File: src/sv/msa_pkg.sv
// Package for the masked vector scatter-add core.
// Shared types, field widths and codes. No dependencies.
package msa_pkg;

  localparam int LANES             = 4;
  localparam int LANE_W            = 2;
  localparam int IDX_W             = 10;
  localparam int VAL_W             = 32;
  localparam int TABLE_DEPTH_DEF   = 1024;

  localparam logic MODE_UPDATE = 1'b0;
  localparam logic MODE_READ   = 1'b1;

  typedef enum logic [1:0] {
    ST_CLEAR,
    ST_IDLE,
    ST_LANE
  } state_t;

  // One table access handed from the sequencer to the update stage
  typedef struct packed {
    logic             vld;       // an access was issued this cycle
    logic             wr;        // lane add: read-modify-write
    logic             rd;        // read item: result goes out
    logic             clr;       // clearing pass: write zero
    logic             in_range;  // read index inside the table
    logic [VAL_W-1:0] value;     // amount to add
  } issue_t;

endpackage

File: src/sv/msa_update.sv
// Update stage: forwards the last write, adds, writes back, holds the read result.
// Depends on msa_pkg.
module msa_update #(
  parameter int TABLE_DEPTH = msa_pkg::TABLE_DEPTH_DEF,
  parameter int ADDR_W      = $clog2(TABLE_DEPTH)
) (
  input  logic                             clk,
  input  logic                             rst,
  input  msa_pkg::issue_t                  iss,
  input  logic [ADDR_W-1:0]                iss_addr,
  input  logic [msa_pkg::VAL_W-1:0]        rd_data,
  output logic                             wr_en,
  output logic [ADDR_W-1:0]                wr_addr,
  output logic [msa_pkg::VAL_W-1:0]        wr_data,
  output logic                             rd_free,
  output logic                             out_valid,
  input  logic                             out_ready,
  output logic signed [msa_pkg::VAL_W-1:0] read_value
);

  msa_pkg::issue_t           s2;
  logic [ADDR_W-1:0]         s2_addr;
  logic                      fwd_vld;
  logic [ADDR_W-1:0]         fwd_addr;
  logic [msa_pkg::VAL_W-1:0] fwd_data;
  logic [msa_pkg::VAL_W-1:0] cur;

  // a write at the edge of the read is not in rd_data yet
  assign cur = (fwd_vld && fwd_addr == s2_addr) ? fwd_data : rd_data;

  assign wr_en   = s2.vld && (s2.wr || s2.clr);
  assign wr_addr = s2_addr;
  assign wr_data = s2.clr ? '0 : cur + s2.value;
  assign rd_free = !out_valid && !(s2.vld && s2.rd);

  always_ff @(posedge clk) begin
    if (rst) begin
      s2        <= '0;
      fwd_vld   <= 1'b0;
      out_valid <= 1'b0;
    end else begin
      s2 <= iss;
      if (wr_en) fwd_vld <= 1'b1;
      if (s2.vld && s2.rd) begin
        out_valid <= 1'b1;
      end else if (out_ready) begin
        out_valid <= 1'b0;
      end
    end
  end

  always_ff @(posedge clk) begin
    s2_addr <= iss_addr;
    if (wr_en) begin
      fwd_addr <= wr_addr;
      fwd_data <= wr_data;
    end
    if (s2.vld && s2.rd) read_value <= s2.in_range ? cur : '0;
  end

endmodule

File: config.mk
export PLATFORM = sky130hd
export DESIGN_NAME = msa_update
export DESIGN_NICKNAME = d
export VERILOG_FILES = /design/src/sv/msa_pkg.sv /design/src/sv/msa_update.sv
export SDC_FILE = /design/constraint.sdc
export NUM_CORES = 1
export LEC_CHECK = 0
export ABC_AREA = 1
export BUFFER_PORTS_ARGS = -buffer_cell sky130_fd_sc_hd__buf_2
export CAP_MARGIN = 20
export CORE_ASPECT_RATIO = 0.6
export CORE_UTILIZATION = 59
export CTS_CLUSTER_SIZE = 10
export DETAILED_ROUTE_END_ITERATION = 8
export HOLD_SLACK_MARGIN = 0.05
export PLACE_DENSITY_LB_ADDON = 0.08
export SYNTH_ARGS = -nofsm -noshare
export SYNTH_HDL_FRONTEND = slang
export SYNTH_SLANG_ARGS = --single-unit
File: constraint.sdc
create_clock -name clk -period 4.9 [get_ports clk]
set_input_delay 0.245 -clock clk [delete_from_list [all_inputs] [get_ports clk]]
set_output_delay 0.245 -clock clk [all_outputs]
set_load 0.01 [all_outputs]
==> results of run 1 <==
## path summary, 6_finish.rpt
check / start / endpoint / slack, ps
worst max-delay path: wr_addr[6] / wr_data[26] / 330
worst min-delay path: out_ready / out_valid / 70
worst max register to register: wr_addr[6] / fwd_data[26] / 970
worst min register to register: out_valid / out_valid / 470
## kinds of logic (layout without fill, tap and decap cells)
group | count (synthesis) | count (layout) | synth area share, %
buffers and inverters | 155 | 380 | 9.252
DFF | 123 | 123 | 47.28
xor gates and xnor gates | 5 | 5 | 0.6463
AOI/OAI and AO/OA | 156 | 156 | 13.87
adders and majority gates | 39 | 39 | 7.313
and+or+nand+nor | 361 | 361 | 21.64
## repair_timing
| action | 4_1_cts | 5_1_grt |
|---|---|---|
| hold endpoints to repair | 47 | 0 |
| hold buffers | 47 | 0 |
| gates resized for setup | 0 | 4 |
| setup endpoints to repair | 0 | 10 |
## cell usage after synthesis, types with 2 or more instances
master    instances  area share (%)
o21bai_1          4            0.44
inv_2             2            0.11
nand3_1          31             2.3
ha_1             38             7.0
nor3_1            6            0.44
inv_1           133             7.4
a211oi_2         10             1.8
buf_4             4            0.44
clkbuf_1          9            0.50
nor4_1            3            0.28
o21ai_0          26             1.9
nand4_1           4            0.37
xnor2_1           4            0.52
a21oi_1          87             6.4
a21o_1            4            0.44
nand3b_1          2            0.22
edfxtp_1         74              33
nor2_1          144             8.0
dfxtp_1          49              14
buf_2             5            0.37
nor2_2           12             1.1
a211oi_1         21             2.3
nand2_1         155             8.6
## through the flow
stage / cells / hold slack [ps] / utilization (%)
6_report: 1203 / 67.87 / 81.54
4_1_cts: 1202 / 64.90 / 81.24
3_3_place_gp: 1122 / 350.9 / 70.76
3_5_place_dp: 1123 / 349.5 / 71.02
5_1_grt: 1203 / 94.12 / 81.54
2_1_floorplan: 839 / 272.7 / -
## registers in the layout, indices dropped and copies added (netlist names)
name / count
read_value: 32
fwd_data: 32
wr_addr: 10
s2: 37
fwd_vld: 1
fwd_addr: 10
out_valid: 1
## power by group
| group | internal, uW | total, uW | switching, uW |
|---|---|---|---|
| clock | 860 | 1360 | 500 |
| sequential | 1150 | 1170 | 25.8 |
| combinational | 195 | 520 | 325 |
## cell type report
class	instances	area, um2
clock buffers	17	425.4
inverters	135	511.7
repair buffers	213	1374
flip-flops and latches	123	3203
clock inverters	15	212.7
fillers	673	2003
well taps	139	173.9
multi-input cells	561	2945
## metal layers
layer | track usage, % | up-vias
li1 | - | 3189
met1 | 53.67 | 2921
met2 | 51.14 | 425
met3 | 12.02 | 31
met4 | 9.391 | 2
met5 | 0 | -
## critical path: cells and delay by family (launching register included)
| family | cells | cell delay [ps] |
|---|---|---|
| AND/OR/NAND/NOR | 7 | 1260 |
| buffers and inverters | 5 | 930 |
| AO/OA/AOI/OAI | 5 | 900 |
| flip-flops | 1 | 400 |
| adder cells (fa/ha/maj) | 1 | 370 |
==> results.sh, run 1 <==
export IMPL_cts_buffers=17
export IMPL_port_buffers=158
export IMPL_final_net_count=1172
export IMPL_clk_pin_slew_ps=60
export IMPL_hold_path_class="primary input to flip-flop"
export IMPL_grt_max_degree=44
export IMPL_worstPathMaxFanout=43
export IMPL_async_flop_share_pct=0
export IMPL_rsz0062_at_grt="false"
export IMPL_crit_chain="inv_1 > nand2_1 > nand2_1 > nor3_1 > nand2_1 > clkinv_4 > buf_4 > nor2_1 > a21oi_1 > ha_1 > a21oi_1 > inv_1 > nor2_1 > o21ai_0 > a21oi_1 > a21oi_1 > nor2_1 > buf_2"
export IMPL_place_ws_ps=796.0
export IMPL_netlist_area_um2=6775
export IMPL_tns_ps=0
export IMPL_drt_antenna_violating_nets=0
export IMPL_critPathRequiredTime_ps=4660
export IMPL_peakVddDrop_v=0.0002501
export IMPL_drive_gt1_share_pct=21.05
export IMPL_synthFlopType="edfxtp_1"
export IMPL_drv_slew=0
export IMPL_wl_per_cell_um=17.56
export IMPL_wl_met2_um=8469
export IMPL_grt_pass1_vias=5931
export IMPL_place_congestion=0.9499
export IMPL_synth_edf_count=74
export IMPL_p_total_uw=3055
export IMPL_fin_crit_ps=4574
export IMPL_top_layer_used="met5"
export IMPL_m1WireLength_um=9149
export IMPL_syn_nets=960
export IMPL_p_leak_uw=0.004320
export IMPL_cp_slowest_stage_delay_ps=400
export IMPL_dr_wl_met3_um=3192
export IMPL_dp_hpwl_um=14520
export IMPL_clock_sinks=123
export IMPL_drt_first_pass_iters=8
export IMPL_drc=0
export IMPL_die_width_um=140.3
export IMPL_cts_setup_buffers=0
export IMPL_finalSetupViolations=0
export IMPL_dpl_cell_area_um2=7705
export IMPL_coreArea_um2=10850
export IMPL_io_pins=159
export IMPL_slowest_stage="dfxtp_1"
export IMPL_path_class="flip-flop to primary output"
export IMPL_drtIter0Drc=688
export IMPL_cts_tree="done"
export IMPL_area_delta_synth_final_pct=30.56
export IMPL_reg2reg_depth=17
export IMPL_dieArea_um2=11930
export IMPL_seq_area_frac_synth_pct=47.28
export IMPL_num_antenna_cells=0
export IMPL_initial_core_util_pct=62.45
export IMPL_tightest_slew_ps=929.7
export IMPL_grt_pass1_wl_um=31930
export IMPL_max_freq_mhz=218.6
export IMPL_final_cell_mix="buf_2, nand2_1, nor2_1"
export IMPL_crit_arrival_ps=4330
export IMPL_crit_path_end_kind="primary output"
export IMPL_ys_seq_elements=123
export IMPL_antenna_found_initial=1
export IMPL_worst_path_most_repeated_cell="a21oi_1"
export IMPL_wl_um=21120
export IMPL_startpoint_type="flip-flop"
export IMPL_vias=6568
export IMPL_status="complete, no violations"
export IMPL_slew_headroom_pct=37.95
export IMPL_finClkSkew_ps=9.173
export IMPL_syn_area_per_cell_um2=8.075
export IMPL_max_cap_violations=0
export IMPL_die_h_um=85.01
export IMPL_yosysWarnings=0
export IMPL_timing_final_crit_share_pct=93.34
export IMPL_clockRootBuffer="clkbuf_16"
export IMPL_fin_area_um2=8846
export IMPL_finalHoldViolations=0
export IMPL_synthCells=839
export IMPL_viasPerCell=5.460
export IMPL_cts_max_path_buffers=2
export IMPL_grt_usage_pct=36.43
export IMPL_h_tree_depth=4
export IMPL_fin_ws_ps=326.3
export IMPL_holdPathStages=4
export IMPL_p_per_area_nw_per_um2=345.3
export IMPL_final_common_cell="buf_2"
export IMPL_clk_latency_ps=420
export IMPL_rows=29
export IMPL_grt_overflow=0
export IMPL_synth_cell_types=35
No activity file was read; power rests on OpenSTA's default activity.
==> run 2: changes to the inputs <==
--- a/config.mk
+++ b/config.mk
@@ -8,8 +8,10 @@
 export ABC_AREA = 1
 export BUFFER_PORTS_ARGS = -buffer_cell sky130_fd_sc_hd__buf_2
 export CAP_MARGIN = 20
+export CELL_PAD_IN_SITES_DETAIL_PLACEMENT = 0
+export CELL_PAD_IN_SITES_GLOBAL_PLACEMENT = 1
 export CORE_ASPECT_RATIO = 0.6
-export CORE_UTILIZATION = 59
+export CORE_UTILIZATION = 43
 export CTS_CLUSTER_SIZE = 10
 export DETAILED_ROUTE_END_ITERATION = 8
 export HOLD_SLACK_MARGIN = 0.05
==> run 2 against run 1 <==
  * Design area decreased by 0.55%
  * Critical endpoint unchanged
  * Die area increased by 36%
  * Critical path depth unchanged
  * Flip-flop and latch count unchanged
  * Fmax rose by 5.5%
==> results.sh, run 2 (synthesis gave the netlist of run 1 again) <==
export IMPL_port_buffers=158
export IMPL_timing_final_crit_share_pct=88.48
export IMPL_combPwrFrac_pct=17.2
export IMPL_grt_overflow=0
export IMPL_drive_gt1_share_pct=21.00
export IMPL_fin_cells=1265
export IMPL_max_freq_mhz=230.6
export IMPL_peakVddDrop_v=0.0001788
export IMPL_final_cell_mix="buf_2, nand2_1, nor2_1"
export IMPL_die_h_um=99.23
export IMPL_reg2reg_to="fwd_data[26]"
export IMPL_clk_latency_ps=420
export IMPL_reg_top3="s2: 37 flops, fwd_data: 32 flops, read_value: 32 flops"
export IMPL_final_net_count=1170
export IMPL_num_antenna_cells=0
export IMPL_fin_crit_ps=4336
export IMPL_timing_rr_start="wr_addr[5]"
export IMPL_grt_pass1_wl_um=29790
export IMPL_path_class="flip-flop to primary output"
export IMPL_p_clk_share_pct=42.5
export IMPL_worst_r2r_setup_slack_ps=1210
export IMPL_top_usage_layer="met1"
export IMPL_tightest_slew_ps=894.4
export IMPL_drt_first_pass_iters=6
export IMPL_clk_pin_slew_ps=70
export IMPL_seq_power_share_pct=40.3
export IMPL_wl_per_cell_um=15.33
export IMPL_hold_end="out_valid"
export IMPL_clockRootBuffer="clkbuf_16"
export IMPL_crit_arrival_ps=4090
export IMPL_tns_ps=0
export IMPL_final_common_cell="buf_2"
export IMPL_cts_resized=0
export IMPL_crit_family="compound AO/OA/AOI/OAI gates"
export IMPL_p_int_uw=2057
export IMPL_cp_slowest_stage_delay_ps=390
export IMPL_rsz0062_at_grt="false"
export IMPL_gr_usage_met1_pct=40.19
export IMPL_die_width_um=164.1
export IMPL_initial_core_util_pct=44.08
export IMPL_antenna_found_initial=0
export IMPL_met3_usage_pct=4.295
export IMPL_holdPathStages=4
export IMPL_worstPathMaxFanout=30
export IMPL_reg2reg_depth=17
export IMPL_drc=0
export IMPL_clock_sinks=123
export IMPL_slew_headroom_pct=40.31
export IMPL_grt_max_degree=40
export IMPL_grt_pass1_vias=5458
export IMPL_viasPerCell=4.832
export IMPL_drt_antenna_violating_nets=0
export IMPL_place_inst=1186
export IMPL_largest_reg_flops=37
export IMPL_area_delta_synth_final_pct=29.84
export IMPL_cts_tree="done"
export IMPL_cp_num_buf_inv=5
export IMPL_cts_max_path_buffers=2
export IMPL_fillerInstances=1436
export IMPL_dieArea_um2=16280
export IMPL_p_leak_uw=0.004261
export IMPL_grt_usage_pct=24.53
export IMPL_cts_buffers=17
export IMPL_finalSetupViolations=0
export IMPL_io_pins=159
export IMPL_slowest_stage="buf_4"
export IMPL_startpoint_type="flip-flop"
export IMPL_hold_path_class="primary input to flip-flop"
export IMPL_max_cap_violations=0
export IMPL_p_sw_uw=847.8
export IMPL_met2_usage_pct=32.37
export IMPL_rows=35
export IMPL_place_congestion=0.8725
export IMPL_finalHoldViolations=0
export IMPL_min_delay_start="out_ready"
export IMPL_status="complete, no violations"
export IMPL_h_tree_depth=4
export IMPL_vias=6113
export IMPL_coreArea_um2=15370
export IMPL_wl_um=19390
export IMPL_finClkSkew_ps=12.94
export IMPL_drv_slew=0
export IMPL_dp_hpwl_um=14190
export IMPL_critPathRequiredTime_ps=4660
export IMPL_top_register="s2"
export IMPL_worst_path_most_repeated_cell="a21oi_1"
export IMPL_crit_path_end_kind="primary output"
export IMPL_swShare_pct=29.19
export IMPL_p_per_area_nw_per_um2=330.2
export IMPL_drtIter0Drc=448
export IMPL_crit_chain="inv_1 > nand2_1 > nand2_1 > nor3_1 > nand2_1 > clkinv_2 > buf_4 > nor2_1 > a21oi_1 > ha_1 > a21oi_1 > o21ai_0 > inv_1 > o21ai_0 > a21oi_1 > a21oi_1 > nor2_1 > buf_2"
-- run 2: power groups by stage --
stage	clock network (uW)	logic (uW)	registers [uW]
final	1240	500	1170
after global routing	1310	559	1170
after CTS	1250	497	1170
after detailed placement	0	466	1190
after global placement	0	467	1190
after floorplan	0	288	1190
-- run 2: routing by layer --
metal	vias to the layer above	wire length, um
met1	2700	10720
met2	233	7089
li1	3169	-
met5	-	0
met4	0	131
met3	11	1442
-- run 2: cell type report --
| cell class | count | area [um2] | share of cell area, % |
|---|---|---|---|
| Sequential cell | 123 | 3203 | 36.41 |
| Clock buffer | 19 | 475.5 | 5.405 |
| Multi-Input combinational cell | 561 | 2945 | 33.48 |
| Inverter | 135 | 508.0 | 5.774 |
| Timing Repair Buffer | 211 | 1306 | 14.85 |
| Clock inverter | 13 | 105.1 | 1.195 |
| Tap cell | 203 | 254.0 | 2.887 |
-- run 2: how the worst max path moves through the flow --
stage / startpoint / endpoint / slack (ps) / depth (start not counted)
5_1_grt: wr_addr[1] / wr_data[26] / 220 / 20
4_1_cts: wr_addr[5] / wr_data[26] / 650 / 18
3_3_place_gp: wr_addr[7] / wr_data[26] / 1180 / 20
6_report: wr_addr[5] / wr_data[26] / 560 / 18
2_1_floorplan: wr_addr[5] / wr_data[22] / 1850 / 22
3_5_place_dp: wr_addr[5] / wr_data[26] / 1130 / 18
-- run 2: timing repair --
action / 4_1_cts / 5_1_grt
setup buffers: 0 / 0
hold endpoints to repair: 47 / 0
hold buffers: 47 / 0
-- run 2: tightest hold or removal path: cells and delay by family --
family                 cells  cell delay [ps]
buffers and inverters      2              100
AO/OA/AOI/OAI              1               60
AND/OR/NAND/NOR            1               50
-- run 2: through the flow --
stage	total power, uW	util [%]	hold WS, ps	setup slack (ps)	cell area (um2)
2_1_floorplan	1477	-	272.7	1850	6775
3_3_place_gp	1657	50.39	347.4	1176	7746
3_5_place_dp	1656	50.39	349.0	1127	7746
4_1_cts	2921	57.23	79.98	652.1	8797
5_1_grt	3037	57.23	107.9	215.4	8797
6_report	2905	57.23	92.07	564.3	8797
==> run 3: changes to the inputs <==
--- a/config.mk
+++ b/config.mk
@@ -16,6 +16,7 @@
 export DETAILED_ROUTE_END_ITERATION = 8
 export HOLD_SLACK_MARGIN = 0.05
 export PLACE_DENSITY_LB_ADDON = 0.08
+export REMOVE_ABC_BUFFERS = 1
 export SYNTH_ARGS = -nofsm -noshare
 export SYNTH_HDL_FRONTEND = slang
 export SYNTH_SLANG_ARGS = --single-unit
==> run 3 against run 2 <==
  * Non-clock buffer count down 5
  * Die area unchanged
  * Highest routed layer unchanged
  * Flip-flop and latch count unchanged
  * Clock skew shrank 0.80 ps
==> results.sh, run 3 (synthesis gave the netlist of run 1 again) <==
export IMPL_drt_first_pass_iters=5
export IMPL_max_freq_mhz=232.4
export IMPL_cts_max_path_buffers=2
export IMPL_clockRootBuffer="clkbuf_16"
export IMPL_num_antenna_cells=0
export IMPL_finClkSkew_ps=12.14
export IMPL_grt_pass1_vias=5657
export IMPL_clk_latency_ps=420
export IMPL_die_width_um=164.1
export IMPL_die_h_um=99.23
export IMPL_drt_antenna_violating_nets=0
export IMPL_max_cap_violations=0
export IMPL_cp_num_buf_inv=4
export IMPL_cp_slowest_stage_delay_ps=440
export IMPL_place_congestion=0.9073
export IMPL_crit_start="wr_addr[2]"
export IMPL_tns_ps=0
export IMPL_drive_gt1_share_pct=20.91
export IMPL_drtIter0Drc=368
export IMPL_cts_buffers=17
export IMPL_p_sw_uw=812.6
export IMPL_finalSetupViolations=0
export IMPL_top_register="s2"
export IMPL_crit_arrival_ps=4060
export IMPL_rows=35
export IMPL_critPathRequiredTime_ps=4660
export IMPL_cts_setup_buffers=0
export IMPL_drv_slew=0
export IMPL_grt_usage_pct=23.97
export IMPL_dp_hpwl_um=13480
export IMPL_clock_sinks=123
export IMPL_p_clk_share_pct=43.1
export IMPL_dpl_cell_area_um2=7750
export IMPL_grt_overflow=0
export IMPL_final_common_cell="buf_2"
export IMPL_crit_family="simple AND/OR/NAND/NOR gates"
export IMPL_area_delta_synth_final_pct=29.53
export IMPL_slew_headroom_pct=41.55
export IMPL_port_buffers=158
export IMPL_path_class="flip-flop to primary output"
export IMPL_antenna_found_initial=0
export IMPL_coreArea_um2=15370
export IMPL_final_cell_mix="buf_2, nand2_1, nor2_1"
export IMPL_grt_pass1_wl_um=29590
export IMPL_p_leak_uw=0.004254
export IMPL_clk_pin_slew_ps=60
export IMPL_fin_area_um2=8776
export IMPL_wl_um=18590
export IMPL_tightest_slew_ps=876.8
export IMPL_p_per_area_nw_per_um2=332.7
export IMPL_wl_per_cell_um=14.75
export IMPL_fin_crit_ps=4303
export IMPL_io_pins=159
export IMPL_largest_reg_flops=37
export IMPL_crit_path_end_kind="primary output"
export IMPL_peakVddDrop_v=0.0001897
export IMPL_startpoint_type="flip-flop"
export IMPL_min_delay_start="iss[0]"
export IMPL_slowest_stage="buf_4"
export IMPL_worst_path_most_repeated_cell="nand2_1"
export IMPL_timing_final_crit_share_pct=87.82
export IMPL_status="complete, no violations"
export IMPL_finalHoldViolations=0
export IMPL_worstPathMaxFanout=36
export IMPL_initial_core_util_pct=44.08
export IMPL_drc=0
export IMPL_rsz0062_at_grt="false"
export IMPL_cts_tree="done"
export IMPL_reg_top3="s2: 37 flops, fwd_data: 32 flops, read_value: 32 flops"
export IMPL_swShare_pct=27.83
export IMPL_h_tree_depth=4
export IMPL_grt_max_degree=44
export IMPL_crit_chain="inv_1 > nand2_1 > nand2_1 > nor2_1 > nand2_1 > nor2_2 > nand2_1 > inv_2 > buf_4 > nor2_1 > a21oi_1 > ha_1 > a21oi_1 > o21ai_0 > a21oi_1 > nand2_1 > nand2_1 > nand2_1 > nor2_1 > buf_2"
export IMPL_p_int_uw=2107
export IMPL_dieArea_um2=16280
export IMPL_vias=6122
export IMPL_viasPerCell=4.859
export IMPL_final_net_count=1165
export IMPL_combPwrFrac_pct=16.9
export IMPL_hold_path_class="primary input to flip-flop"
export IMPL_timing_rr_start="wr_addr[2]"
export IMPL_seq_power_share_pct=40.0
## run 3: power groups by stage
| stage | clock, uW | sequential, uW | combinational (uW) |
|---|---|---|---|
| finish | 1260 | 1170 | 494 |
| global route | 1320 | 1170 | 556 |
| CTS | 1280 | 1170 | 492 |
| detailed placement | 0 | 1190 | 464 |
| global placement | 0 | 1190 | 463 |
| floorplan | 0 | 1190 | 281 |
## run 3: layout make-up
| type | instances | area (um2) |
|---|---|---|
| timing repair buffer | 206 | 1281 |
| inverter | 135 | 506.7 |
| sequential | 123 | 3203 |
| clock buffer | 20 | 446.7 |
| tap | 203 | 254.0 |
| multi-input combinational | 561 | 2945 |
| fill | 1468 | 6595 |
| clock inverter | 12 | 138.9 |
## run 3: metal layers
metal / routed length, um / vias up / track usage (%)
li1: - / 3164 / -
met1: 10360 / 2748 / 37.95
met2: 7009 / 192 / 32.89
met3: 1049 / 18 / 3.878
met4: 165 / 0 / 6.838
met5: 0 / - / 0
## run 3: worst paths after layout
kind	end	cells past startpoint	slack [ps]
max	wr_data[21]	20	600
min	s2[0]	3	60
max reg2reg	fwd_data[29]	20	1220
min reg2reg	fwd_addr[0]	0	470
## run 3: worst register-to-register path: cells and delay by family (launching register included)
family / cells / cell delay (ps)
AO/OA/AOI/OAI: 4 / 900
buffers and inverters: 3 / 760
flip-flops: 1 / 390
adder cells (fa/ha/maj): 1 / 310
AND/OR/NAND/NOR: 12 / 1090
## run 3: what timing repair did
item                                   in CTS  in global routing
endpoints found under the hold margin      41                  1
gates resized for setup                     0                  0
hold buffers                               41                  1
## run 3: per-stage QoR
step	total power, uW	hold slack [ps]	cells	util [%]	setup slack [ps]
global route	3050	64.82	1260	57.09	47.84
floorplan	1471	272.7	819	-	1198
finish	2919	61.57	1260	57.09	597.0
CTS	2937	50.53	1258	56.90	574.9
detailed placement	1653	348.8	1185	50.42	1027
global placement	1651	347.3	1185	50.42	1069
