--- src/sv/msa_pkg.sv ---
// Package for the masked vector scatter-add core.
// Shared types, field widths and codes. No dependencies.
package msa_pkg;

  localparam int LANES             = 4;
  localparam int LANE_W            = 2;
  localparam int IDX_W             = 10;
  localparam int VAL_W             = 32;
  localparam int TABLE_DEPTH_DEF   = 1024;

  localparam logic MODE_UPDATE = 1'b0;
  localparam logic MODE_READ   = 1'b1;

  typedef enum logic [1:0] {
    ST_CLEAR,
    ST_IDLE,
    ST_LANE
  } state_t;

  // One table access handed from the sequencer to the update stage
  typedef struct packed {
    logic             vld;       // an access was issued this cycle
    logic             wr;        // lane add: read-modify-write
    logic             rd;        // read item: result goes out
    logic             clr;       // clearing pass: write zero
    logic             in_range;  // read index inside the table
    logic [VAL_W-1:0] value;     // amount to add
  } issue_t;

endpackage

--- src/sv/msa_issue.sv ---
// Sequencer: clearing pass after reset, input beat acceptance, one lane per cycle.
// Depends on msa_pkg.
module msa_issue #(
  parameter int TABLE_DEPTH = msa_pkg::TABLE_DEPTH_DEF,
  parameter int ADDR_W      = $clog2(TABLE_DEPTH)
) (
  input  logic                        clk,
  input  logic                        rst,
  input  logic                        in_valid,
  output logic                        in_ready,
  input  logic                        mode,
  input  logic [msa_pkg::IDX_W-1:0]   lane_index_a,
  input  logic [msa_pkg::IDX_W-1:0]   lane_index_b,
  input  logic [msa_pkg::IDX_W-1:0]   lane_index_c,
  input  logic [msa_pkg::IDX_W-1:0]   lane_index_d,
  input  logic signed [msa_pkg::VAL_W-1:0] lane_value_a,
  input  logic signed [msa_pkg::VAL_W-1:0] lane_value_b,
  input  logic signed [msa_pkg::VAL_W-1:0] lane_value_c,
  input  logic signed [msa_pkg::VAL_W-1:0] lane_value_d,
  input  logic [msa_pkg::LANES-1:0]   lane_active,
  input  logic [msa_pkg::IDX_W-1:0]   read_index,
  input  logic                        rd_free,
  output msa_pkg::issue_t             iss,
  output logic [ADDR_W-1:0]           iss_addr
);

  localparam int EXT_W = (ADDR_W > msa_pkg::IDX_W) ? ADDR_W : msa_pkg::IDX_W;
  localparam logic [ADDR_W-1:0] CLR_LAST = ADDR_W'(TABLE_DEPTH - 1);

  msa_pkg::state_t state, state_next;
  logic [msa_pkg::LANE_W-1:0] lane;
  logic [ADDR_W-1:0]          clr_cnt;

  // latched update item
  logic [ADDR_W-1:0]          item_addr  [msa_pkg::LANES];
  logic [msa_pkg::VAL_W-1:0]  item_value [msa_pkg::LANES];
  logic [msa_pkg::LANES-1:0]  item_use;

  logic [msa_pkg::IDX_W-1:0]  port_idx [msa_pkg::LANES];
  logic [msa_pkg::VAL_W-1:0]  port_val [msa_pkg::LANES];
  logic [EXT_W-1:0]           port_ext [msa_pkg::LANES];
  logic [msa_pkg::LANES-1:0]  port_range;
  logic [EXT_W-1:0]           rd_ext;
  logic                       rd_range;
  logic                       acc;

  assign port_idx[0] = lane_index_a;
  assign port_idx[1] = lane_index_b;
  assign port_idx[2] = lane_index_c;
  assign port_idx[3] = lane_index_d;
  assign port_val[0] = lane_value_a;
  assign port_val[1] = lane_value_b;
  assign port_val[2] = lane_value_c;
  assign port_val[3] = lane_value_d;

  always_comb begin
    for (int k = 0; k < msa_pkg::LANES; k++) begin
      port_ext[k]   = EXT_W'(port_idx[k]);
      port_range[k] = 32'(port_idx[k]) < 32'(TABLE_DEPTH);
    end
  end

  assign rd_ext   = EXT_W'(read_index);
  assign rd_range = 32'(read_index) < 32'(TABLE_DEPTH);
  assign acc      = in_valid && in_ready;

  // next state
  always_comb begin
    state_next = state;
    unique case (state)
      msa_pkg::ST_CLEAR: begin
        if (clr_cnt == CLR_LAST) state_next = msa_pkg::ST_IDLE;
      end
      msa_pkg::ST_IDLE: begin
        if (acc && mode == msa_pkg::MODE_UPDATE) state_next = msa_pkg::ST_LANE;
      end
      msa_pkg::ST_LANE: begin
        if (lane == msa_pkg::LANE_W'(msa_pkg::LANES - 1) && !acc) begin
          state_next = msa_pkg::ST_IDLE;
        end
      end
      default: state_next = msa_pkg::ST_CLEAR;
    endcase
  end

  // outputs
  always_comb begin
    in_ready = 1'b0;
    iss      = '0;
    iss_addr = '0;
    unique case (state)
      msa_pkg::ST_CLEAR: begin
        iss.vld  = 1'b1;
        iss.clr  = 1'b1;
        iss_addr = clr_cnt;
      end
      msa_pkg::ST_IDLE: begin
        in_ready = (mode == msa_pkg::MODE_UPDATE) || rd_free;
        // read beats go straight to the table port
        if (in_valid && in_ready && mode == msa_pkg::MODE_READ) begin
          iss.vld      = 1'b1;
          iss.rd       = 1'b1;
          iss.in_range = rd_range;
          iss_addr     = rd_ext[ADDR_W-1:0];
        end
      end
      msa_pkg::ST_LANE: begin
        in_ready = (lane == msa_pkg::LANE_W'(msa_pkg::LANES - 1)) &&
                   (mode == msa_pkg::MODE_UPDATE);
        iss.vld   = 1'b1;
        iss.wr    = item_use[lane];
        iss.value = item_value[lane];
        iss_addr  = item_addr[lane];
      end
      default: ;
    endcase
  end

  always_ff @(posedge clk) begin
    if (rst) begin
      state   <= msa_pkg::ST_CLEAR;
      lane    <= '0;
      clr_cnt <= '0;
    end else begin
      state   <= state_next;
      lane    <= (state == msa_pkg::ST_LANE) ? lane + 1'b1 : '0;
      if (state == msa_pkg::ST_CLEAR) clr_cnt <= clr_cnt + 1'b1;
    end
  end

  always_ff @(posedge clk) begin
    if (acc && mode == msa_pkg::MODE_UPDATE) begin
      for (int k = 0; k < msa_pkg::LANES; k++) begin
        item_addr[k]  <= port_ext[k][ADDR_W-1:0];
        item_value[k] <= port_val[k];
      end
      item_use <= lane_active & port_range;
    end
  end

endmodule

--- config.mk ---
export PLATFORM = sky130hd
export DESIGN_NAME = msa_issue
export DESIGN_NICKNAME = d
export VERILOG_FILES = /design/src/sv/msa_pkg.sv /design/src/sv/msa_issue.sv
export SDC_FILE = /design/constraint.sdc
export NUM_CORES = 1
export LEC_CHECK = 0
export BUFFER_PORTS_ARGS = -buffer_cell sky130_fd_sc_hd__buf_2
export CAP_MARGIN = 20
export CELL_PAD_IN_SITES_DETAIL_PLACEMENT = 0
export CELL_PAD_IN_SITES_GLOBAL_PLACEMENT = 1
export CORE_ASPECT_RATIO = 0.5
export CORE_MARGIN = 2
export CORE_UTILIZATION = 38
export CTS_CLUSTER_DIAMETER = 200
export DETAILED_ROUTE_END_ITERATION = 10
export HOLD_SLACK_MARGIN = 0.12
export PLACE_DENSITY_LB_ADDON = 0.05
export RECOVER_POWER = 100
export SLEW_MARGIN = 40
export SYNTH_ARGS = -nofsm -noshare
export SYNTH_HDL_FRONTEND = slang
export SYNTH_SLANG_ARGS = --single-unit
export TNS_END_PERCENT = 5
--- constraint.sdc ---
create_clock -name clk -period 5.8 [get_ports clk]
set_clock_uncertainty 0.05 [all_clocks]
set_input_delay 0.87 -clock clk [delete_from_list [all_inputs] [get_ports clk]]
set_output_delay 0.87 -clock clk [all_outputs]
set_load 0.1 [all_outputs]
==> results of run 1 <==
layer usage:
layer / vias to the layer above / track usage, %
met5: - / 0
met4: 4 / 4.96
met3: 20 / 5.91
met2: 135 / 26.4
met1: 2068 / 21.3
li1: 1969 / -
tightest hold or removal path: stages, from the launching register on:
cell     delay, ps
dfxtp_1        340
o21ai_0         90
a21oi_1         60
where the power goes:
part | internal (mW) | switching [mW]
clock | 0.628 | 0.479
sequential | 1.47 | 0.0139
combinational | 0.0827 | 0.171
total | 2.18 | 0.664
cell families (layout without fill, tap and decap cells):
family	after synthesis	in the layout	share of synthesized area, %
buffers and inverters	24	271	1.77
adders and majority gates	6	6	1.03
xor gates and xnor gates	7	7	0.840
other	0	6	0
DFF	186	186	74.6
muxes	45	45	13.6
AOI/OAI and AO/OA	19	19	2.14
and+or+nand+nor	80	80	5.98
sequential cells by signal, summed over array words and instances, names as in the netlist:
name,cells
item_use,4
item_value,128
state,2
clr_cnt,10
item_addr,40
lane,2
final timing paths:
| check | start | slack (ps) | to |
|---|---|---|---|
| worst max-delay path | state[0]$_SDFFE_PP0P_ | 1720 | in_ready |
| worst min-delay path | clr_cnt[5]$_SDFFE_PP0P_ | 490 | clr_cnt[5]$_SDFFE_PP0P_ |
| worst max register to register | state[0]$_SDFFE_PP0P_ | 2080 | item_value[0][6]$_DFFE_PP_ |
| worst min register to register | clr_cnt[5]$_SDFFE_PP0P_ | 490 | clr_cnt[5]$_SDFFE_PP0P_ |
cell usage after synthesis:
library cell and n:
a21bo_2 1, a21oi_1 2, a221oi_1 1, a222oi_1 10, and2_1 34, and3_1 1, and3b_1 1, and4_1 2
buf_12 1, buf_2 6, buf_4 2, buf_6 1, clkbuf_1 11, dfxtp_1 14, edfxtp_1 172, ha_1 6
inv_1 3, mux2i_1 2, mux4_1 2, mux4_2 41, nand2_1 7, nand2b_1 2, nand3_1 2, nand3b_1 1
nand4_1 4, nor2_1 20, nor3_1 3, nor3b_1 1, o21ai_0 4, o31ai_1 1, or3_1 2, xnor2_1 3
xor2_1 4
cell type report:
| type | count | area share, % |
|---|---|---|
| flip-flops and latches | 186 | 58.6 |
| multi-input cells | 157 | 18.6 |
| repair buffers | 238 | 13.1 |
| clock buffers | 18 | 4.61 |
| well taps | 259 | 3.48 |
| clock inverters | 12 | 1.36 |
| diodes | 6 | 0.161 |
| inverters | 3 | 0.121 |
cell usage in the layout (no fill, tap or decap), drive strengths merged, types with 2 or more instances in the layout:
cell / synthesis / final
buf: 10 / 231
edfxtp: 172 / 172
mux4: 43 / 43
and2: 34 / 34
clkbuf: 11 / 25
nor2: 20 / 20
dfxtp: 14 / 14
a222oi: 10 / 10
nand2: 7 / 7
diode: 0 / 6
ha: 6 / 6
clkinv: 0 / 6
o21ai: 4 / 4
nand4: 4 / 4
xor2: 4 / 4
inv: 3 / 4
nor3: 3 / 3
xnor2: 3 / 3
clkinvlp: 0 / 3
nand3: 2 / 2
or3: 2 / 2
a21oi: 2 / 2
mux2i: 2 / 2
nand2b: 2 / 2
bufinv: 0 / 2
and4: 2 / 2
==> metrics.log, run 1 <==
[metrics] run status: finished with violations
[metrics] buffers inserted by post-CTS timing repair: 0
[metrics] clk sinks: 186
[metrics] I/O Buffers: 234
[metrics] post-layout util: 50.0%
[metrics] detailed-route via count: 4196
[metrics] drt via density: 4.77
[metrics] worst endpoint required time: 4880 ps
[metrics] starting utilization of the core area: 39.2%
[metrics] global-route wire length before repair: 24200 um
[metrics] Final GP Congestion: 0.732
[metrics] depth of the CTS H-tree: 4
[metrics] post-layout minimum cycle time: 4080 ps
[metrics] number of setup violations in the final report: 0
[metrics] type of origin of the critical path: flip-flop
[metrics] maximum number of pins on one net before global-route repair: 100
[metrics] count of cells resized by post-cts repair: 0
[metrics] vias in the first global route: 4384
[metrics] Hold Worst Slack: 488 ps
[metrics] # fillers: 1622
[metrics] hold depth: 2
[metrics] final std cell area, no fill: 9300 um^2
[metrics] number of buffers between clock root and the deepest sink: 2
[metrics] total met3 wirelength after detailed routing: 1130 um
[metrics] cell area reported after detailed placement: 8750 um^2
[metrics] Mapped Nets: 560
[metrics] data arrival time at the worst-slack endpoint: 3160 ps
[metrics] Crit path depth: 6
[metrics] violated checks: capacitance limit, slew limit
[metrics] Max Freq: 0.245 GHz
[metrics] Max IR drop VDD: 0.198 mV
[metrics] HPWL after DPL: 11300 um
[metrics] kind of end point of the critical path: output port
[metrics] worst hold-check path type: reg -> reg
[metrics] die span in y: 102 um
[metrics] number of remaining DRC errors: 0
[metrics] distinct cell type count of the synthesized netlist: 33
[metrics] combined buffer and inverter count along the critical path: 2
[metrics] maximum fanout along the worst path: 49
[metrics] final total negative setup slack: 0 ps
[metrics] Power Total: 2.85 mW
[metrics] Clk pin slew, worst setup/hold paths: 60 ps
[metrics] final worst setup slack: 1720 ps
[metrics] post-layout net count: 796
[metrics] CTS Hold Buffers Added: 0
[metrics] Relative slew margins: -20.1%
[metrics] cell area after technology mapping: 7300 um^2
[metrics] met2 layer wire length in the routed design: 7740 um
[metrics] dpl cells: 843
[metrics] buffer type at the clock tree root: clkbuf_16
[metrics] Worst path slowest cell: ha_1
[metrics] TritonCTS clock tree: done
[metrics] Overflow after GRT: 0
[metrics] routed length per instance: 18.3 um
[metrics] routed wire length: 16100 um
[metrics] top sig layer: met5
[metrics] antenna violations before repair: 8
[metrics] Horiz. Die Dim: 200 um
[metrics] synthesized netlist cell count: 367
[metrics] maxcap violations: 1
[metrics] classification of the worst setup path: reg -> out
[metrics] Antenna Violating Nets Remaining: 0
[metrics] multi-input logic area: 1730 um^2
[metrics] setup repair after global routing missed its margin: false
[metrics] Cell Rows: 35
[metrics] cell type with the largest total area after synthesis: edfxtp_1
[metrics] cell leakage power: 3.46 nW
[metrics] number of buffers created by CTS: 17
[metrics] Max Slew Vio Count: 50
[metrics] number of ports placed on the die boundary: 235
[metrics] first-pass detailed-route iteration total: 8
[metrics] average size of a mapped cell: 19.9 um^2
[metrics] Ys Warns: 0
[metrics] worst-path cell chain: inv_1, ha_1, nand2_1, o21ai_0, and2_1, buf_2
[metrics] Finished Layout Cells: 879
[metrics] final count of hold timing violations: 0
[metrics] Pwr Density: 306 nW/um^2
[metrics] placeable core area: 18600 um^2
[metrics] ranking of synthesized cells by area: edfxtp_1 71%, mux4_2 13%, dfxtp_1 3.8%, and2_1 2.9%, a222oi_1 1.4%
[metrics] Reg2Reg Depth: 6
[metrics] pin slew with the least headroom to its limit: 1800 ps
[metrics] post-synthesis sequential area ratio: 74.6%
[metrics] worst setup slack after placement: 2670 ps
[metrics] clock latency of the later-clocked register in the worst-skew pair: 420 ps
[metrics] kind of cell adding the most delay to the critical path: adder cells
[metrics] slowest cell delay on critical path: 1380 ps
[metrics] first-iteration detailed-routing DRC count: 288
[metrics] P&R area growth vs syn: 27.4%
[metrics] area share of the largest cell type after synthesis: 70.8%
[metrics] post-route clock period utilization: 70.3%
[metrics] total die area: 20400 um^2
[metrics] sequential standard cell area: 5450 um^2
[metrics] Tot GR Track Use: 16.5%
[metrics] total of flip-flops plus latches after synthesis: 186
[metrics] fraction of layout instances using a drive strength above 1: 49.3%
[metrics] wire length the detailed router placed on met1: 7060 um
(Power assumes the default switching activity.)
==> inputs of run 2 (changes only) <==
Settings changed: ABC_AREA set to 1, CORE_UTILIZATION 38 to 40.
Clock period 5.8 ns to 3.92 ns, I/O delays scaled along.
==> run 2 against run 1 <==
The flow now finishes without violations. Area after synthesis rose by 3.1%. Utilization increased by 1.2 points. Synthesized cell count is 72% higher. Register-to-register slack lost 1300 ps. Cell area rose by 1.5%.
==> metrics.log, run 2 <==
[metrics] run status: complete, no violations
[metrics] slowest cell delay on critical path: 870 ps (-510 ps)
[metrics] commonest cells after routing, fill and taps aside: 174 x buf_2, 172 x edfxtp_1, 163 x nor2_1
[metrics] Power Total: 5.08 mW (+78%)
[metrics] Max IR drop VDD: 0.312 mV (+58%)
[metrics] clock latency of the later-clocked register in the worst-skew pair: 420 ps (about the same)
[metrics] worst endpoint required time: 3280 ps (-1600 ps)
[metrics] post-synthesis sequential area ratio: 72.3% (-2.3 points)
[metrics] asr flop ratio synth: 0% (unchanged)
[metrics] total of flip-flops plus latches after synthesis: 186 (unchanged)
[metrics] combined buffer and inverter count along the critical path: 4 (+2)
[metrics] # fillers: 1716 (+5.8%)
[metrics] die span in y: 101 um (-0.98%)
[metrics] largest registers ranked by flip-flop count: item_value: 128 flops, item_addr: 40 flops, clr_cnt: 10 flops
[metrics] maximum number of pins on one net before global-route repair: 63 (-37%)
[metrics] drt via density: 4.85 (+1.5%)
[metrics] most common library cell in the layout ignoring fill and taps: buf_2
[metrics] clk sinks: 186 (unchanged)
[metrics] maxcap violations: 0 (-1)
[metrics] placeable core area: 18400 um^2 (-0.94%)
[metrics] sequential standard cell area: 5450 um^2 (unchanged)
[metrics] Max Freq: 0.291 GHz
[metrics] routed wire length: 19100 um (+19%)
[metrics] number of remaining DRC errors: 0 (unchanged)
[metrics] I/O Buffers: 234 (unchanged)
[metrics] area share of the largest cell type after synthesis: 68.6% (-2.2 points)
[metrics] ranking of synthesized cells by area: edfxtp_1 69%, nor2_1 8.1%, o21ai_0 6.0%, dfxtp_1 3.7%, a21oi_1 2.8%
[metrics] buffer type at the clock tree root: clkbuf_16
[metrics] data arrival time at the worst-slack endpoint: 2800 ps (-360 ps)
[metrics] pin slew with the least headroom to its limit: 1180 ps (-619 ps)
[metrics] kind of end point of the critical path: output port
[metrics] cell type with the largest total area after synthesis: edfxtp_1
[metrics] number of ports placed on the die boundary: 235 (unchanged)
[metrics] commonest register cell after synthesis: edfxtp_1
[metrics] maximum fanout along the worst path: 16 (-67%)
[metrics] setup repair after global routing missed its margin: false
[metrics] Overflow after GRT: 0 (unchanged)
[metrics] most common library cells after synthesis: 172 x edfxtp_1, 163 x nor2_1, 90 x o21ai_0, 44 x nand2_1, 42 x a21oi_1
[metrics] first-iteration detailed-routing DRC count: 285 (-1.0%)
[metrics] post-layout minimum cycle time: 3430 ps
[metrics] Final GP Congestion: 0.837 (+14%)
[metrics] number of enable-type register cells in the synthesized netlist: 172 (unchanged)
[metrics] Clk pin slew, worst setup/hold paths: 70 ps (about the same)
[metrics] fraction of layout instances using a drive strength above 1: 28.5% (-21 points)
[metrics] worst setup path start: state[0]$_SDFFE_PP0P_
[metrics] cell leakage power: 3.56 nW (+3.1%)
[metrics] flip-flop count of the largest register after layout: 128 (unchanged)
[metrics] number of buffers between clock root and the deepest sink: 2 (unchanged)
[metrics] worst hold start: lane_value_b[18]
[metrics] antenna violations before repair: 4 (-4)
[metrics] cell area after technology mapping: 7530 um^2 (+3.1%)
[metrics] final worst setup slack: 485 ps (-1240 ps)
[metrics] synthesized netlist cell count: 632 (+72%)
[metrics] Cell Rows: 35 (unchanged)
[metrics] average size of a mapped cell: 11.9 um^2 (-40%)
[metrics] Ys Warns: 0 (unchanged)
[metrics] most numerous cell in the Yosys netlist: edfxtp_1
[metrics] starting utilization of the core area: 40.8% (+1.6 points)
[metrics] Horiz. Die Dim: 198 um (-0.99%)
[metrics] worst-path cell chain: inv_1, ha_1, clkinv_1, buf_4, a21oi_1, clkbuf_1
[metrics] worst hold-check path type: in -> reg
[metrics] Mapped Nets: 825 (+47%)
[metrics] CTS Hold Buffers Added: 0 (unchanged)
[metrics] distinct cell type count of the synthesized netlist: 32 (-3.0%)
[metrics] post-layout net count: 1051 (+32%)
[metrics] Tot GR Track Use: 19.6% (+3.1 points)
[metrics] buffers inserted by post-CTS timing repair: 0 (unchanged)
[metrics] final total negative setup slack: 0 ps (unchanged)
[metrics] number of buffers created by CTS: 17 (unchanged)
[metrics] Relative slew margins: 21.6% (+42 points)
[metrics] R2R Path Start: lane[0]$_SDFF_PP0_
[metrics] vias in the first global route: 5328 (+22%)
[metrics] count of cells resized by post-cts repair: 0 (unchanged)
[metrics] Pwr Density: 538 nW/um^2 (+76%)
[metrics] TritonCTS clock tree: done
[metrics] type of origin of the critical path: flip-flop
[metrics] total die area: 20000 um^2 (-2.0%)
[metrics] post-route clock period utilization: 87.6%
[metrics] kind of cell adding the most delay to the critical path: buffers and inverters
[metrics] routed length per instance: 16.9 um (-7.7%)
[metrics] depth of the CTS H-tree: 4 (unchanged)
[metrics] final count of hold timing violations: 0 (unchanged)
[metrics] HPWL after DPL: 13300 um (+18%)
[metrics] number of setup violations in the final report: 0 (unchanged)
[metrics] Max Slew Vio Count: 0 (-100%)
[metrics] Antenna Violating Nets Remaining: 0 (unchanged)
[metrics] detailed-route via count: 5476 (+31%)
[metrics] count of inserted antenna diode cells: 0 (-6)
[metrics] largest reg by FF count: item_value
[metrics] worst setup slack after placement: 1100 ps (-1570 ps)
[metrics] multi-input logic area: 1800 um^2 (+4.0%)
[metrics] P&R area growth vs syn: 25.4%
[metrics] classification of the worst setup path: reg -> out
[metrics] Worst path slowest cell: clkbuf_1
[metrics] first-pass detailed-route iteration total: 4 (-4)
[metrics] global-route wire length before repair: 28900 um (+20%)
run 2: cell count changes after synthesis, sizes merged, moves of 9 or more:
cell / change
nand2: +38
a21oi: +40
o22ai: +10
and2: -34
mux4: -43
nor2: +143
a31oi: +9
a222oi: -10
o21ai: +87
inv: +16
buf: +11
run 2: path summary, 6_finish.rpt:
kind / end / cells past startpoint / slack, ps
min reg2reg: clr_cnt[9]$_SDFFE_PP0P_ / 2 / 440
max: iss[5] / 6 / 490
max reg2reg: item_value[3][4]$_DFFE_PP_ / 7 / 820
min: item_value[1][18]$_DFFE_PP_ / 1 / 280
run 2: layer usage:
| metal | GRT usage (%) | vias to the layer above | share of wire, % |
|---|---|---|---|
| met4 | 6.02 | 8 | 1.0 |
| met1 | 26.5 | 2577 | 46 |
| met5 | 0 | - | 0.23 |
| met2 | 31.0 | 175 | 46 |
| li1 | - | 2693 | - |
| met3 | 5.45 | 23 | 6.9 |
run 2: where the power goes:
group          switching (mW)  internal [mW]
combinational            1.03          0.241
clock                   0.752          0.816
sequential             0.0332           2.21
run 2: cell families after synthesis:
family          count (synthesis)  synth area share, %
compound gates                156                 10.9
buf+inv                        57                 3.74
flops                         186                 72.3
simple gates                  227                 12.1
fa+ha+maj                       6                0.997
run 2: area by class of cell:
type / instances / area share (%)
tap: 259 / 3.43
multi-input combinational: 389 / 19.0
inverter: 20 / 0.848
timing repair buffer: 244 / 13.4
clock buffer: 19 / 4.58
sequential: 186 / 57.7
clock inverter: 13 / 1.01
run 2: through the flow:
step                      instances  hold WS [ps]  instance area, um^2  util [%]
after detailed placement       1098           435                 8980      48.7
after global placement         1098           417                 8980      48.7
after CTS                      1130           267                 9510      51.6
final                          1130           281                 9440      51.2
after floorplan                 632           399                 7540         -
after global routing           1130           260                 9440      51.2
==> inputs of run 3 (changes only) <==
Settings changed: CORE_ASPECT_RATIO 0.5 to 0.8.
==> run 3 against run 2 <==
Utilization increased by 0.50 points. Via count rose by 1.1%. Combinational power is essentially flat. Worst setup slack improved by 18 ps. Sequential share of layout area down 0.061 points. Cell area rose by 0.11%. Non-clock buffer count down 5. Clock power grew 11%. Sequential power hardly changed. First-iteration DRC count increased by 37%. Critical path type unchanged. Largest power group unchanged.
==> metrics.log, run 3 (same netlist as run 2, synthesis figures left out) <==
[metrics] Pwr Density: 555 nW/um^2 (+3.3%)
[metrics] number of buffers between clock root and the deepest sink: 2 (unchanged)
[metrics] buffers inserted by post-CTS timing repair: 0 (unchanged)
[metrics] setup repair after global routing missed its margin: false
[metrics] worst setup slack after placement: 944 ps (-160 ps)
[metrics] vias in the first global route: 5317 (-0.21%)
[metrics] dpl cells: 1087 (-1.0%)
[metrics] number of buffers created by CTS: 17 (unchanged)
[metrics] Relative slew margins: 22.9% (+1.3 points)
[metrics] Power Total: 5.25 mW (+3.4%)
[metrics] detailed-route via count: 5534 (+1.1%)
[metrics] most common library cell in the layout ignoring fill and taps: edfxtp_1
[metrics] TritonCTS clock tree: done
[metrics] HPWL after DPL: 12700 um (-4.4%)
[metrics] post-layout minimum cycle time: 3420 ps (-17.7 ps)
[metrics] Finished Layout Cells: 1125 (-0.44%)
[metrics] hold depth: 1 (unchanged)
[metrics] number of remaining DRC errors: 0 (unchanged)
[metrics] routed wire length: 18900 um (-1.3%)
[metrics] Reg2Reg Depth: 7 (unchanged)
[metrics] Horiz. Die Dim: 157 um (-21%)
[metrics] type of origin of the critical path: flip-flop
[metrics] run status: complete, no violations
[metrics] Clk pin slew, worst setup/hold paths: 80 ps (about the same)
[metrics] Tot GR Track Use: 18.9% (-0.69 points)
[metrics] cell leakage power: 3.58 nW (+0.42%)
[metrics] # fillers: 1694 (-1.3%)
[metrics] first-pass detailed-route iteration total: 5 (+1)
[metrics] placeable core area: 18300 um^2 (-0.86%)
[metrics] largest registers ranked by flip-flop count: item_value: 128 flops, item_addr: 40 flops, clr_cnt: 10 flops
[metrics] I/O Buffers: 234 (unchanged)
[metrics] maximum number of pins on one net before global-route repair: 87 (+38%)
[metrics] final worst setup slack: 503 ps (+17.7 ps)
[metrics] worst hold-check path type: in -> reg
[metrics] Antenna Violating Nets Remaining: 0 (unchanged)
[metrics] P&R area growth vs syn: 25.6%
[metrics] count of cells resized by post-cts repair: 0 (unchanged)
[metrics] drt via density: 4.92 (+1.5%)
[metrics] Max IR drop VDD: 0.277 mV (-11%)
[metrics] buffer type at the clock tree root: clkbuf_16
[metrics] commonest cells after routing, fill and taps aside: 172 x edfxtp_1, 166 x buf_2, 163 x nor2_1
[metrics] fraction of layout instances using a drive strength above 1: 29.1% (+0.63 points)
[metrics] routed length per instance: 16.8 um (-0.89%)
[metrics] clk sinks: 186 (unchanged)
[metrics] depth of the CTS H-tree: 4 (unchanged)
[metrics] classification of the worst setup path: reg -> out
[metrics] starting utilization of the core area: 41.2% (+0.36 points)
[metrics] Max Freq: 0.293 GHz (+0.52%)
[metrics] Cell Rows: 44 (+26%)
[metrics] maxcap violations: 0 (unchanged)
[metrics] post-route clock period utilization: 87.2% (-0.45 points)
[metrics] antenna violations before repair: 8 (+4)
[metrics] total die area: 19900 um^2 (-0.30%)
[metrics] die span in y: 127 um (+25%)
[metrics] kind of end point of the critical path: output port
[metrics] final total negative setup slack: 0 ps (unchanged)
[metrics] global-route wire length before repair: 28300 um (-2.2%)
[metrics] largest reg by FF count: item_value
[metrics] final count of hold timing violations: 0 (unchanged)
[metrics] flip-flop count of the largest register after layout: 128 (unchanged)
[metrics] pin slew with the least headroom to its limit: 1160 ps (-19.7 ps)
[metrics] maximum fanout along the worst path: 44 (+28)
[metrics] number of ports placed on the die boundary: 235 (unchanged)
[metrics] worst endpoint required time: 3280 ps (about the same)
[metrics] post-layout net count: 1046 (-0.48%)
[metrics] number of setup violations in the final report: 0 (unchanged)
[metrics] Overflow after GRT: 0 (unchanged)
[metrics] clock latency of the later-clocked register in the worst-skew pair: 420 ps (about the same)
[metrics] Final GP Congestion: 0.803 (-4.0%)
[metrics] CTS Hold Buffers Added: 0 (unchanged)
[metrics] Max Slew Vio Count: 0 (unchanged)
[metrics] first-iteration detailed-routing DRC count: 390 (+37%)
[metrics] data arrival time at the worst-slack endpoint: 2780 ps (-20 ps)
==> run 3: cell types whose count changed in the layout (fill, tap and decap cells not counted), moves of 4 or more <==
| cell | before | now |
|---|---|---|
| diode_2 | 0 | 6 |
| buf_12 | 5 | 1 |
| inv_6 | 2 | 6 |
| clkbuf_1 | 35 | 26 |
| buf_2 | 174 | 166 |
| clkbuf_2 | 28 | 40 |
==> run 3: worst paths after layout <==
| check | startpoint | to | slack (ps) |
|---|---|---|---|
| worst max register to register | lane[1]$_SDFF_PP0_ | item_addr[2][0]$_DFFE_PP_ | 580 |
| worst min-delay path | lane_value_c[21] | item_value[2][21]$_DFFE_PP_ | 280 |
| worst max-delay path | lane[1]$_SDFF_PP0_ | in_ready | 500 |
| worst min register to register | clr_cnt[9]$_SDFFE_PP0P_ | clr_cnt[9]$_SDFFE_PP0P_ | 430 |
==> run 3: through the flow <==
stage / hold slack, ps / util (%) / cell area (um^2)
finish: 279 / 51.7 / 9450
global route: 258 / 51.7 / 9450
CTS: 256 / 52.0 / 9510
detailed placement: 418 / 48.7 / 8910
global placement: 420 / 48.7 / 8900
floorplan: 399 / - / 7540
==> run 3: area by class of cell <==
type / count / area, um^2 / share of cell area [%]
diodes: 6 / 15.0 / 0.159
clock buffers: 17 / 425 / 4.50
clock inverters: 15 / 176 / 1.87
inverters: 20 / 83.8 / 0.887
multi-input cells: 389 / 1800 / 19.0
flip-flops and latches: 186 / 5450 / 57.6
well taps: 253 / 317 / 3.35
repair buffers: 239 / 1190 / 12.6
==> run 3: where the power goes <==
part	internal, mW	switching [mW]	leakage [nW]
Combinational	0.231	1.02	1.62
Clock	0.964	0.789	0.294
Sequential	2.21	0.0380	1.66
Total	3.40	1.85	3.58
==> run 3: critical path, stage by stage (launching register included) <==
cell and delay (ps):
dfxtp_2 350, buf_4 440, ha_1 280, nand3_1 110, a21boi_0 280, clkbuf_1 900
==> run 3: routing by layer <==
metal	vias up	GRT usage, %	wire, um
li1	2685	-	-
met1	2571	25.3	7990
met2	243	29.4	8660
met3	31	6.12	1800
met4	4	5.99	405
met5	-	0	21
